$ cat config.mk
export PLATFORM = sky130hd
export DESIGN_NAME = qbso_ctrl
export DESIGN_NICKNAME = d
export VERILOG_FILES = /design/src/design/qbso_pkg.sv /design/src/design/qbso_ctrl.sv
export SDC_FILE = /design/constraint.sdc
export NUM_CORES = 1
export LEC_CHECK = 0
export BUFFER_PORTS_ARGS = -buffer_cell sky130_fd_sc_hd__buf_2
export CAP_MARGIN = 25
export CORE_AREA = 5 5 42 44
export DETAILED_ROUTE_END_ITERATION = 8
export DIE_AREA = 0 0 47 49
export GPL_TIMING_DRIVEN = 0
export PLACE_DENSITY = 0.58
export SLEW_MARGIN = 10
export SYNTH_ARGS = -nofsm -noshare
export SYNTH_HDL_FRONTEND = slang
export SYNTH_SLANG_ARGS = --single-unit
export TNS_END_PERCENT = 5
$ cat constraint.sdc
create_clock -name clk -period 2.9 [get_ports clk]
set_clock_uncertainty 0.1 [all_clocks]
set_input_delay 0.58 -clock clk [delete_from_list [all_inputs] [get_ports clk]]
set_output_delay 0.58 -clock clk [all_outputs]
set_load 0.05 [all_outputs]
$ cat src/design/qbso_pkg.sv
// qbso_pkg: shared types, operation codes, constants and the sine table
// function of the sawtooth oscillator. No dependencies.
package qbso_pkg;

	localparam logic [3:0] OP_NONE = 4'd0;
	localparam logic [3:0] OP_LOAD = 4'd1;
	localparam logic [3:0] OP_DIV  = 4'd2;
	localparam logic [3:0] OP_W    = 4'd3;
	localparam logic [3:0] OP_D2   = 4'd4;
	localparam logic [3:0] OP_D4   = 4'd5;
	localparam logic [3:0] OP_B13  = 4'd6;
	localparam logic [3:0] OP_B    = 4'd7;
	localparam logic [3:0] OP_BZ   = 4'd8;
	localparam logic [3:0] OP_ROM  = 4'd9;
	localparam logic [3:0] OP_Z    = 4'd10;
	localparam logic [3:0] OP_OUT  = 4'd11;

	localparam longint HALF_PI_Q30 = 64'sd1686629713;
	localparam logic [26:0] C0376_Q28 = 27'd100931731;
	localparam logic [18:0] W_MAX_Q16 = 19'd262144;

	typedef struct packed {
		logic [3:0] op;
	} qbso_cmd_t;

	typedef struct packed {
		logic div_last;
	} qbso_sts_t;

	// Q1.14 sine entry k of a 2^ld table: quadrant fold plus Q30 Taylor series.
	// Evaluate only at elaboration to fill the constant table.
	function automatic logic signed [15:0] sine_value(input logic [11:0] k, input int ld);
		longint n4, q, r, x, x2, term, sum, v;
		n4 = 64'(k) * 4;
		q = n4 >>> ld;
		r = n4 & ((64'sd1 <<< ld) - 1);
		if (q[0])
			r = (64'sd1 <<< ld) - r;
		x = (r * HALF_PI_Q30) >>> ld;
		x2 = (x * x) >>> 30;
		term = x;
		sum = x;
		for (int i = 1; i <= 5; i++) begin
			term = -((term * x2) / 64'sd1073741824);
			unique case (i)
				1: term = term / 64'sd6;
				2: term = term / 64'sd20;
				3: term = term / 64'sd42;
				4: term = term / 64'sd72;
				default: term = term / 64'sd110;
			endcase
			sum = sum + term;
		end
		if (sum < 0)
			sum = 0;
		v = (sum + 32768) >>> 16;
		if (v > 16384)
			v = 16384;
		if (q >= 2)
			v = -v;
		return v[15:0];
	endfunction

endpackage

$ cat src/design/qbso_ctrl.sv
// qbso_ctrl: sequencer of the oscillator; drives datapath commands and the
// stream handshakes. Uses qbso_pkg.
module qbso_ctrl import qbso_pkg::*; (
	input  logic      clk,
	input  logic      arst_n,
	input  logic      s_tvalid,
	output logic      s_tready,
	output logic      m_tvalid,
	input  logic      m_tready,
	input  qbso_sts_t sts,
	output qbso_cmd_t cmd
);

	localparam logic [3:0] ST_IDLE = 4'd0;
	localparam logic [3:0] ST_DIV  = 4'd1;
	localparam logic [3:0] ST_W    = 4'd2;
	localparam logic [3:0] ST_D2   = 4'd3;
	localparam logic [3:0] ST_D4   = 4'd4;
	localparam logic [3:0] ST_B13  = 4'd5;
	localparam logic [3:0] ST_B    = 4'd6;
	localparam logic [3:0] ST_BZ   = 4'd7;
	localparam logic [3:0] ST_ROM  = 4'd8;
	localparam logic [3:0] ST_Z    = 4'd9;
	localparam logic [3:0] ST_OUT  = 4'd10;

	logic [3:0] state_q, state_n;
	logic       out_valid_q;
	logic       out_free;

	assign s_tready = (state_q == ST_IDLE);
	assign m_tvalid = out_valid_q;
	assign out_free = !out_valid_q || m_tready;

	always_comb begin
		state_n = state_q;
		cmd.op = OP_NONE;
		unique case (state_q)
			ST_IDLE: if (s_tvalid) begin
				cmd.op = OP_LOAD;
				state_n = ST_DIV;
			end
			ST_DIV: begin
				cmd.op = OP_DIV;
				if (sts.div_last)
					state_n = ST_W;
			end
			ST_W:   begin cmd.op = OP_W;   state_n = ST_D2;  end
			ST_D2:  begin cmd.op = OP_D2;  state_n = ST_D4;  end
			ST_D4:  begin cmd.op = OP_D4;  state_n = ST_B13; end
			ST_B13: begin cmd.op = OP_B13; state_n = ST_B;   end
			ST_B:   begin cmd.op = OP_B;   state_n = ST_BZ;  end
			ST_BZ:  begin cmd.op = OP_BZ;  state_n = ST_ROM; end
			ST_ROM: begin cmd.op = OP_ROM; state_n = ST_Z;   end
			ST_Z:   begin cmd.op = OP_Z;   state_n = ST_OUT; end
			ST_OUT: if (out_free) begin
				cmd.op = OP_OUT;
				state_n = ST_IDLE;
			end
			default: state_n = ST_IDLE;
		endcase
	end

	always_ff @(posedge clk or negedge arst_n) begin
		if (!arst_n) begin
			state_q     <= ST_IDLE;
			out_valid_q <= 1'b0;
		end else begin
			state_q <= state_n;
			if (cmd.op == OP_OUT)
				out_valid_q <= 1'b1;
			else if (m_tready)
				out_valid_q <= 1'b0;
		end
	end

	a_accept_starts_div: assert property (@(posedge clk) disable iff (!arst_n)
		s_tvalid && s_tready |=> state_q == ST_DIV)
		else $error("accepted request did not start the divider");

	a_div_holds: assert property (@(posedge clk) disable iff (!arst_n)
		state_q == ST_DIV && !sts.div_last |=> state_q == ST_DIV)
		else $error("divider left early");

	a_out_loads: assert property (@(posedge clk) disable iff (!arst_n)
		state_q == ST_OUT && out_free |=> out_valid_q && state_q == ST_IDLE)
		else $error("result not presented after final step");

endmodule

---- Word level (Yosys, flattened, before mapping) ----
Index checks and enable logic that the tools add are counted.
storage, ports and cells
  input port bits ......................... 5
  output and inout port bits .............. 6
  flip-flop bits (word level) ............. 5
  word-level logic and storage cells ...... 30
cells by class
  reductions and logical operators ........ 5
  equality and inequality tests ........... 14
  muxes and demuxes ....................... 9
operator list
  cell                  count
  $pmux W4 S11          2
  $eq A4 B3 Y1 const B  4
  $eq A4 B4 Y1 const B  4
  $mux W4               4
  $eq A4 B2 Y1 const B  2
  $ne A2 B2 Y1 const B  3
  $eq A4 B1 Y1 const B  1
  $logic_not A4 Y1      1
  $mux W1               3
  $reduce_and A3 Y1     1
  $reduce_bool A2 Y1    1
  $logic_not A1 Y1      1
  $logic_or A1 B1 Y1    1

---- Logic depth before layout (Yosys ltp) ----
  depth in word-level cells ............... 6
  mapped depth ............................ 4
  depth with buffers taken out ............ 3

---- Worst setup path after synthesis ----
OpenSTA, ideal clock, no wires.
  path type ............................... reg-to-output
  start point ............................. reg state_q[0]
  end point ............................... out s_tready
  stages on the path, launching flop included .. 3
  arrival time ............................ 2.078 ns
  data required time ...................... 2.220 ns
  setup slack ............................. 0.142 ns
  path buffers ............................ 1
  cell sequence ........................... dfrtp_1 buf_2 nor4_1
on the way
  longest elaborated chain between the ends .. 1
RTL lines
  item                    line             text
  from (decl)             qbso_ctrl.sv:26  logic [3:0] state_q, state_n;
  from (signal assigned)  qbso_ctrl.sv:68  state_q <= state_n;
  $logic_not A4 Y1        qbso_ctrl.sv:30  assign s_tready = (state_q == ST_IDLE);
  to (decl)               qbso_ctrl.sv:7   output logic s_tready,
Every way passes these cells.

==> impl_metrics.csv <==
group,metric,value,unit
cts,cts_max_level,1,
detailed_routing,drtIter0Drc,1,
critical_path,arrival,1510,ps
floorplanning,die_h,49,um
yosys,syn_area,359,um2
critical_path,reg2regPathDepth,4,
critical_path,path_class,"flop to primary output",
timing,fin_crit_sh,75.4,%
timing,fin_crit,2190,ps
yosys,synth.distinct_cells,25,
yosys,synthCells,39,
cts,numCtsBuffers,3,
yosys,synth_edf_count,0,
critical_path,max_stage_delay,380,ps
yosys,synthTopCellsByCount,"dfrtp_1, nor2_1, nand2b_1",
grt,grt.overflow.total,0,
cts,cts_root_buf,"clkbuf_4",
run,max_cap_viol_count,0,
yosys,synthTopCellsByArea,"dfrtp_1, nand2b_1, a221oi_2, buf_4, nor2_1",
detailed_routing,drt-vias-per-instance,4.88,
place,io_buffers,10,
yosys,ys.flop_type,"dfrtp_1",
critical_path,cp_cell_sequence,"nor2b_1 > a21o_1 > a221oi_2 > buf_2",
detailed_routing,drt-total-wl,809,um
detailed_routing,wire_per_inst,11.7,um
critical_path,start_kind,"flop",
timing,maxSlewHeadroom,83.5,%
cts,clk_pin_slew_worst_paths,40,ps
yosys,ys_async_sr_fraction,100,%
critical_path,critPathMaxFanout,3,
cts,cts_resized,0,
critical_path,worst_path_max_delay_cell,"dfrtp_1",
cts,cts_setup_buffers,0,
grt,grt_usage,9.06,%
yosys,synth_top_cell_area_share,34.8,%
yosys,yosys.cell_count.top_type,"dfrtp_1",
timing,final.setup.tns,0,ps
floorplanning,ios,11,
grt,grt_max_degree,11,
yosys,avgSynthCellArea,9.21,um2
floorplanning,design.core.area,0.00140,mm2
cts,numClockSinks,5,
cells_and_area,n_antenna_cell,0,
detailed_routing,ant_nets,0,
cells_and_area,area_growth,26.8,%
yosys,synth_top_area_cell,"dfrtp_1",
cells_and_area,drive_gt1_share,35.8,%
detailed_routing,route.detailed.drc,0,
cts,insertion_delay,240,ps
timing,tightest_slew,249,ps
cts,cts_buffer_depth,2,
outcome,outcome,"finished, final reports clean",
floorplanning,placementRows,14,
timing,final_max_slew_viol_count,0,
yosys,ys_warn_count,0,
floorplanning,start_util,25.6,%
detailed_routing,first_pass_iters,2,
yosys,syn_nets,44,
worst_hold_path,min_path_type,"input port to async pin",
timing,setup_viol,0,
timing,fmax,457,MHz
yosys,ys_seq_elements,5,
place,gp_congestion,0.725,
critical_path,worst_ep_required_time,2220,ps
grt,grt_pass1_vias,348,
cts,tritoncts,"done",
cts,ctsHoldBuffers,0,
detailed_routing,vias,337,
critical_path,cp-end-kind,"primary output",
floorplanning,die-area,0.00230,mm2
cells_and_area,nNetsFinal,59,
floorplanning,die_w,47,um
yosys,synth-seq-area-share,34.8,%
grt,grt_pass1_wl,1480,um
timing,final_hold_viol_count,0,
grt,antenna_found_initial,0,
timing,rsz0062_at_grt,"false",
[path summary, 6_finish.rpt]
path                         endpoint  slack [ps]        from
min in group clk             m_tvalid         480  state_q[0]
max                            cmd[0]         710    m_tvalid
min reg2reg                  m_tvalid         480  state_q[0]
max in group asynchronous  state_q[3]        2530      arst_n
max reg2reg                state_q[1]        1710  state_q[2]
min                        state_q[2]          40      arst_n
[metrics by stage]
| stage | util, % | area (um2) | hold WS [ps] | setup slack, ps | std cells |
|---|---|---|---|---|---|
| after CTS | 32.5 | 455 | 41.2 | 693 | 69 |
| after global placement | 30.6 | 429 | 300 | 762 | 65 |
| after global routing | 32.5 | 455 | 30.6 | 608 | 69 |
| after detailed placement | 30.6 | 429 | 299 | 765 | 65 |
| final | 32.5 | 455 | 43.6 | 714 | 69 |
| after floorplan | - | 359 | 184 | 142 | 39 |
[logic make-up (layout without fill, tap and decap cells)]
| kind of cell | Yosys count | count (layout) | share of synthesized area, % |
|---|---|---|---|
| buf+inv | 4 | 18 | 8.71 |
| flops | 5 | 5 | 34.8 |
| mux | 1 | 1 | 2.79 |
| xor+xnor | 1 | 1 | 2.44 |
| simple gates | 16 | 16 | 25.4 |
| compound gates | 12 | 12 | 25.8 |
[critical path: cells and delay by family (launching register included)]
kind / cells / cell delay (ps)
simple gates: 1 / 170
flops: 1 / 380
buf+inv: 1 / 290
compound gates: 2 / 430
[final cells by class]
class,instances,area [um2]
timing repair buffer,10,50.0
buffer,4,31.3
fill,161,946
tap,16,20.0
multi-input combinational,30,203
clock buffer,4,26.3
sequential,5,125
[layout by cell type (no fill, tap or decap), types with 2 or more instances in the layout]
cell type  netlist  routed
buf_2            1      11
buf_4            2       2
clkbuf_4         0       3
dfrtp_1          5       5
nand2_1          2       2
nand2b_1         3       3
nor2_1           4       4
nor3_1           2       2
o21a_1           2       2
o21ai_1          2       2
[metal layers]
metal | routed length (um) | GRT usage (%)
met4 | 0 | 4.15
met3 | 68 | 5.90
met5 | 0 | 0
met1 | 362 | 10.5
met2 | 378 | 12.7
[registers in the layout, indices dropped and copies added, names as in the netlist]
signal	flops
m_tvalid	1
state_q	4
Power is not shown: default switching activity piles up to over one toggle a cycle in this logic, so the estimate is an artifact.
